### src/design/rmq_pkg.sv
`default_nettype none
package rmq_pkg;
    localparam int unsigned WordW = 32;
    localparam int unsigned FracW = WordW - 2;
    localparam int unsigned SumW = WordW + 3;
    localparam int unsigned RootW = WordW;
    localparam int unsigned DivW = 2 * WordW;

    typedef struct packed {
        logic signed [WordW-1:0] elem_r0c0;
        logic signed [WordW-1:0] elem_r0c1;
        logic signed [WordW-1:0] elem_r0c2;
        logic signed [WordW-1:0] elem_r1c0;
        logic signed [WordW-1:0] elem_r1c1;
        logic signed [WordW-1:0] elem_r1c2;
        logic signed [WordW-1:0] elem_r2c0;
        logic signed [WordW-1:0] elem_r2c1;
        logic signed [WordW-1:0] elem_r2c2;
    } t_in;

    typedef struct packed {
        logic signed [WordW-1:0] quat_w;
        logic signed [WordW-1:0] quat_x;
        logic signed [WordW-1:0] quat_y;
        logic signed [WordW-1:0] quat_z;
        logic [1:0]              largest_index;
    } t_out;

    // classified item handed from front to back
    typedef struct packed {
        logic [SumW-1:0]         best;
        logic [1:0]              idx;
        logic signed [WordW:0]   num_a;
        logic signed [WordW:0]   num_b;
        logic signed [WordW:0]   num_c;
    } t_job;
endpackage
`default_nettype wire

### src/design/rmq_front.sv
`default_nettype none
// classify: trace magnitudes, argmax, numerator pick
module rmq_front (
    input  wire logic          i_clk,
    input  wire logic          i_rst_n,
    input  wire logic          i_valid,
    input  rmq_pkg::t_in       i_item,
    output logic               o_valid,
    output rmq_pkg::t_job      o_job
);
    localparam int unsigned W = rmq_pkg::WordW;
    localparam int unsigned S = rmq_pkg::SumW;

    logic signed [S-1:0] a00, a11, a22, one_v;
    logic signed [S-1:0] s0, s1, s2, s3;
    logic [S-1:0] m0, m1, m2, m3, best;
    logic [1:0] idx;
    logic signed [W:0] dx, dy, dz, pxy, pxz, pyz;
    rmq_pkg::t_job n_job, r_job;
    logic r_valid;

    always_comb begin
        a00 = S'(i_item.elem_r0c0);
        a11 = S'(i_item.elem_r1c1);
        a22 = S'(i_item.elem_r2c2);
        one_v = S'(1) <<< rmq_pkg::FracW;
        s0 = one_v + a00 + a11 + a22;
        s1 = one_v + a00 - a11 - a22;
        s2 = one_v - a00 + a11 - a22;
        s3 = one_v - a00 - a11 + a22;
        m0 = s0[S-1] ? S'(-s0) : S'(s0);
        m1 = s1[S-1] ? S'(-s1) : S'(s1);
        m2 = s2[S-1] ? S'(-s2) : S'(s2);
        m3 = s3[S-1] ? S'(-s3) : S'(s3);
        best = m0; idx = 2'd0;
        if (m1 > best) begin best = m1; idx = 2'd1; end
        if (m2 > best) begin best = m2; idx = 2'd2; end
        if (m3 > best) begin best = m3; idx = 2'd3; end
        dx  = (W+1)'(i_item.elem_r1c2) - (W+1)'(i_item.elem_r2c1);
        dy  = (W+1)'(i_item.elem_r2c0) - (W+1)'(i_item.elem_r0c2);
        dz  = (W+1)'(i_item.elem_r0c1) - (W+1)'(i_item.elem_r1c0);
        pxy = (W+1)'(i_item.elem_r0c1) + (W+1)'(i_item.elem_r1c0);
        pxz = (W+1)'(i_item.elem_r0c2) + (W+1)'(i_item.elem_r2c0);
        pyz = (W+1)'(i_item.elem_r1c2) + (W+1)'(i_item.elem_r2c1);
        n_job.best = best;
        n_job.idx = idx;
        unique case (idx)
            2'd0: begin n_job.num_a = dx; n_job.num_b = dy;  n_job.num_c = dz;  end
            2'd1: begin n_job.num_a = dx; n_job.num_b = pxy; n_job.num_c = pxz; end
            2'd2: begin n_job.num_a = dy; n_job.num_b = pxy; n_job.num_c = pyz; end
            default: begin n_job.num_a = dz; n_job.num_b = pxz; n_job.num_c = pyz; end
        endcase
    end

    always_ff @(posedge i_clk) begin
        if (!i_rst_n) r_valid <= 1'b0;
        else          r_valid <= i_valid;
        r_job <= n_job;
    end

    assign o_valid = r_valid;
    assign o_job = r_job;
endmodule
`default_nettype wire

### config.mk
export PLATFORM = sky130hd
export DESIGN_NAME = rmq_front
export DESIGN_NICKNAME = d
export VERILOG_FILES = /design/src/design/rmq_pkg.sv /design/src/design/rmq_front.sv
export SDC_FILE = /design/constraint.sdc
export NUM_CORES = 1
export LEC_CHECK = 0
export BUFFER_PORTS_ARGS = -buffer_cell sky130_fd_sc_hd__buf_4
export CAP_MARGIN = 20
export CORE_AREA = 2 2 205 308
export CTS_CLUSTER_SIZE = 10
export DETAILED_ROUTE_END_ITERATION = 7
export DIE_AREA = 0 0 207 310
export PLACE_DENSITY_LB_ADDON = 0.05
export SETUP_SLACK_MARGIN = 0.02
export SYNTH_ARGS = -nofsm -noshare
export SYNTH_HDL_FRONTEND = slang
export SYNTH_SLANG_ARGS = --single-unit
### constraint.sdc
create_clock -name i_clk -period 17.8 [get_ports i_clk]
set_input_delay 3.56 -clock i_clk [delete_from_list [all_inputs] [get_ports i_clk]]
set_output_delay 3.56 -clock i_clk [all_outputs]
set_load 0.01 [all_outputs]
After elaboration in Yosys (flattened, before gate mapping)

Index checks and enable logic that the tools add are counted.

Add/subtract/negate cells: 20
$mul: 0
Divide/modulo/power cells: 0
Magnitude comparators: 3
Equal/unequal tests: 2
Shifts and indexed selects: 0
Multiplexer cells: 11
Bitwise logic cells: 0
Reduce and logical (&&, ||, !) cells: 1

Operators with widths:

| cell                     | number |
|---|---|
| $pmux W99 S3             | 1 |
| $mux W35                 | 7 |
| $neg A35 Y35             | 4 |
| $gt A35 B35 Y1           | 3 |
| $add A32 B32 Y33         | 3 |
| $sub A32 B32 Y33         | 3 |
| $add A34 B32 Y35         | 2 |
| $sub A34 B32 Y35         | 2 |
| $add A33 B32 Y34         | 2 |
| $sub A33 B32 Y34         | 2 |
| $add A32 B32 Y33 const A | 1 |
| $sub A32 B32 Y33 const A | 1 |
| $mux W2                  | 2 |
| $eq A2 B1 Y1 const B     | 1 |
| $eq A2 B2 Y1 const B     | 1 |
| $logic_not A2 Y1         | 1 |
| $mux W1                  | 1 |

Flip-flop bits (word level): 137
Latch bits: 0
Memory bits (writable): 0
ROM bits: 0
Input port bits: 291
Output and inout port bits: 137
Word-level logic and storage cells: 43
Memories: 0

Longest topological paths before layout

Word-level depth: 13
Depth in mapped cells: 74
Mapped depth without buffers: 65

Worst setup path before layout

No wires, ideal clock.

Path type: input port to flip-flop
From: in i_item[2] in the netlist's numbering
To: reg r_job (netlist bit o_job[108])
Data arrival time: 15,385 ps
Path slack: 2,301 ps
Cell stages on the path: 65
Cells stage by stage: fa_1 -> ha_1 -> a211oi_1 -> a2111o_1 -> and3_1 -> a22o_1 -> o31ai_1 -> a31oi_1 -> a21oi_1 -> o21ai_0 -> a41oi_1 -> clkbuf_1 -> clkbuf_1 -> a21oi_1 -> xnor2_1 -> inv_1 -> ha_1 -> nand4_1 -> [... 29 more ...] -> nor2b_1 -> o21a_1 -> o21a_1 -> o21a_1 -> o21a_1 -> o21a_1 -> o21a_1 -> o21ai_0 -> nand2b_1 -> a21oi_1 -> nor2b_1 -> o21a_1 -> o21a_1 -> nor2_1 -> inv_1 -> clkbuf_1 -> clkbuf_1 -> o21a_1

Word-level cells in the longest chain between the ends: 9
Elaborated cells between the ends (all ways): 18
Classes of those cells: add/sub (8); order compare (3); mux (7)

RTL lines:

| what                                                        | RTL line                         | RTL |
|---|---|---|
| start: declaration                                          | rmq_front.sv:7                   | `input rmq_pkg::t_in i_item,` |
| $sub A34 B32 Y35 / $add A34 B32 Y35 (equally long branches) | rmq_front.sv:28, rmq_front.sv:27 |  |
| $neg A35 Y35, on equally long branches                      | rmq_front.sv:32, rmq_front.sv:31 |  |
| $mux W35, on equally long branches                          | rmq_front.sv:32, rmq_front.sv:31 |  |
| $gt A35 B35 Y1                                              | rmq_front.sv:36                  | `if (m1 > best) begin best = m1; idx = 2'd1; end` |
| $mux W35                                                    | rmq_front.sv:36                  |  |
| $gt A35 B35 Y1                                              | rmq_front.sv:37                  | `if (m2 > best) begin best = m2; idx = 2'd2; end` |
| $mux W35                                                    | rmq_front.sv:37                  |  |
| $gt A35 B35 Y1                                              | rmq_front.sv:38                  | `if (m3 > best) begin best = m3; idx = 2'd3; end` |
| $mux W35 (*)                                                | rmq_front.sv:38                  |  |
| named net best[7]                                           | rmq_front.sv:16                  | `logic [S-1:0] m0, m1, m2, m3, best;` |
| end signal: assignment                                      | rmq_front.sv:58                  | `r_job <= n_job;` |
| end: declaration                                            | rmq_front.sv:19                  | `rmq_pkg::t_job n_job, r_job;` |

Mark *: on every way through the listed nets, which the timed path passes. The rest lies on a longest branch.
A chain may end at the register's enable or synchronous reset.

==> summary.txt <==
Layout
  • Commonest cells after routing, fill and taps aside: buf_4 (463), ha_1 (435), nor2_1 (384), inv_1 (367), a21oi_1 (341)
  • Layout cell share with drive strength beyond 1: 12.9%
  • Final core occ: 59.0%
  • Nets@finish: 5428
  • Commonest non-fill, non-tap cell in the layout: buf_4
  • Area delta synth->final: 14.4%
  • Diode count: 0

Global routing
  • Vias in the first global route: 31700
  • Antenna violations before repair: 0
  • All-Layer GR Usage: 35.4%
  • Grt ovf: 0
  • Pin count of the biggest net entering global routing: 61
  • First-pass GRT wire length: 178 mm

Synth
  • Area contributors post-synth: ha_1 (17%), fa_1 (8.7%), dfxtp_1 (8.6%)
  • EDFF count, synth: 0
  • Gate Count Post-Synth: 4241
  • Yosys top cell by area: ha_1
  • Synth warn: 0
  • Synth Flop Type: dfxtp_1
  • Syn nets: 5106
  • Mapped cell area: 31800 µm²
  • Post-synth cell types: 101
  • Async S/R FF share, synth: 0%
  • Yosys top cell area share: 17.1%
  • #FFs+latches synth: 137
  • Mean Syn Cell Area: 7.50 µm²
  • Post-synthesis sequential area ratio: 8.62%

Floorplan
  • Core region area: 61700 µm²
  • IO Pins: 428
  • Standard-cell rows: 112
  • Die H: 310 µm
  • Die ar.: 64200 µm²
  • Initial Util: 51.6%
  • Die W: 207 µm

Run status
  • Outcome: finished, final reports clean

Worst setup path
  • Worst path slowest cell: fa_1
  • Slowest Stage Delay on Critical Path: 0.67 ns
  • Max FO, Critical Path: 52
  • CP Capture Type: register
  • Worst path most repeated cell: o21a_1
  • Worst setup path start: i_item[5]
  • CP Data Arrival Time: 17.17 ns
  • Crit path kind: input port to register
  • WP data required: 18.15 ns
  • Crit start category: input port

CTS
  • Number of buffers created by CTS: 25
  • Clk slew on worst S/H paths: 0.06 ns
  • Root buffer cell: clkbuf_16
  • Clock Path Buffers: 3
  • CTS tree: yes
  • Clock H-tree levels: 4
  • CTS sink cnt: 137
  • Setup Fix Bufs, Post-CTS: 0

STA
  • Max Slew Vio Count: 0
  • Fin. Hold Viols: 0
  • Fin crit share: 94.5%
  • RSZ-0062 raised after global routing: no
  • Final number of setup-violating endpoints: 0
  • Rel. slew slack: 21.7%
  • Aggregate negative setup slack: 0 ns
  • Worst-Margin Slew: 1.15 ns
  • Tmin final: 16.82 ns
  • Fmax: 59.5 MHz

Drt
  • Final WL: 119 mm
  • Vias/cell: 6.04
  • Via Count: 32400
  • 1st-pass router iterations: 6
  • DRC: 0
  • Post-route ant nets: 0
  • Routed WL per cell: 22.1 µm
  • Initial DRC count: 2005

Worst hold path
  • Hold EP: o_valid
  • Hold Path Class: input port to register
  • Worst Hold Depth: 2
  • Worst hold start: i_valid

Job
  • Max cap viols: 0

Place
  • HPWL after DPL: 101 mm
  • Gpl congestion: 0.977
  • PortBufs: 427
-- flip-flops by register name, summed over array words and instances, names as in the netlist --
register  count
o_job       136
o_valid       1
-- how the worst max path moves through the flow --
stage	slack [ns]	depth (start not counted)	to
after floorplan	2.30	65	o_job[108]
after global placement	0.42	61	o_job[64]
after global routing	0.02	63	o_job[20]
final	0.98	62	o_job[38]
after detailed placement	0.35	63	o_job[64]
after CTS	0.84	63	o_job[64]
-- logic make-up (layout without fill, tap and decap cells) --
| group | Yosys count | count (layout) | synth area share [%] |
|---|---|---|---|
| compound gates | 1265 | 1265 | 26.4 |
| xor+xnor | 423 | 423 | 11.7 |
| fa+ha+maj | 577 | 577 | 26.0 |
| buf+inv | 539 | 865 | 6.58 |
| flops | 137 | 137 | 8.62 |
| mux | 64 | 64 | 2.05 |
| simple gates | 1236 | 1236 | 18.7 |
-- synth_stat cells (44+ instances only) --
cell type	number
a21o_1	133
o21a_1	75
nand2_1	284
inv_1	368
clkbuf_1	141
nor2b_1	44
o21bai_1	54
nand3_1	74
ha_1	435
a21oi_1	342
o21ai_0	222
nor3_1	140
nor2_1	385
a31oi_1	65
nand2b_1	51
xnor2_1	306
fa_1	139
dfxtp_1	137
xor2_1	115
mux2i_1	56
-- through the flow --
| stage | cell area [µm²] | setup slack [ns] | hold WS, ns | instances |
|---|---|---|---|---|
| 6_report | 36400 | 0.981 | 3.26 | 5365 |
| 5_1_grt | 36400 | 0.0228 | 3.27 | 5365 |
| 4_1_cts | 36300 | 0.838 | 3.25 | 5364 |
| 3_5_place_dp | 35700 | 0.347 | 3.77 | 5333 |
| 3_3_place_gp | 35700 | 0.415 | 3.76 | 5333 |
| 2_1_floorplan | 31800 | 2.30 | 3.68 | 4241 |
-- metal layers --
layer | share of wire, % | up-vias | global-route usage [%]
met5 | 0 | - | 0
met4 | 6.8 | 0 | 22.4
met3 | 5.6 | 320 | 3.93
met2 | 49 | 1246 | 63.9
met1 | 39 | 15200 | 39.7
li1 | - | 15600 | -
-- cell type report --
cell class                      instances  area, µm²
Fill cell                            6011      25300
Multi-Input combinational cell       3565      27100
Timing Repair Buffer                  465       3500
Sequential cell                       137       2740
Tap cell                              798        998
Clock inverter                          2       10.0
Inverter                              369       1390
Clock buffer                           29        671
-- what timing repair did --
| action | CTS | global route |
|---|---|---|
| resized for setup | 0 | 7 |
| endpoints found under the setup margin | 0 | 54 |
| hold buffers | 0 | 0 |
-- critical path: cells and delay by family --
kind                       cells  cell delay (ns)
AOI/OAI and AO/OA             38             8.20
xor gates and xnor gates       1             0.20
adders and majority gates      4             1.55
buffers and inverters          6             1.36
muxes                          1             0.29
and+or+nand+nor               12             1.89
Power is left out: the tool's default activity adds up to more than one toggle a clock period on the data nets, which glitch-free logic cannot reach.
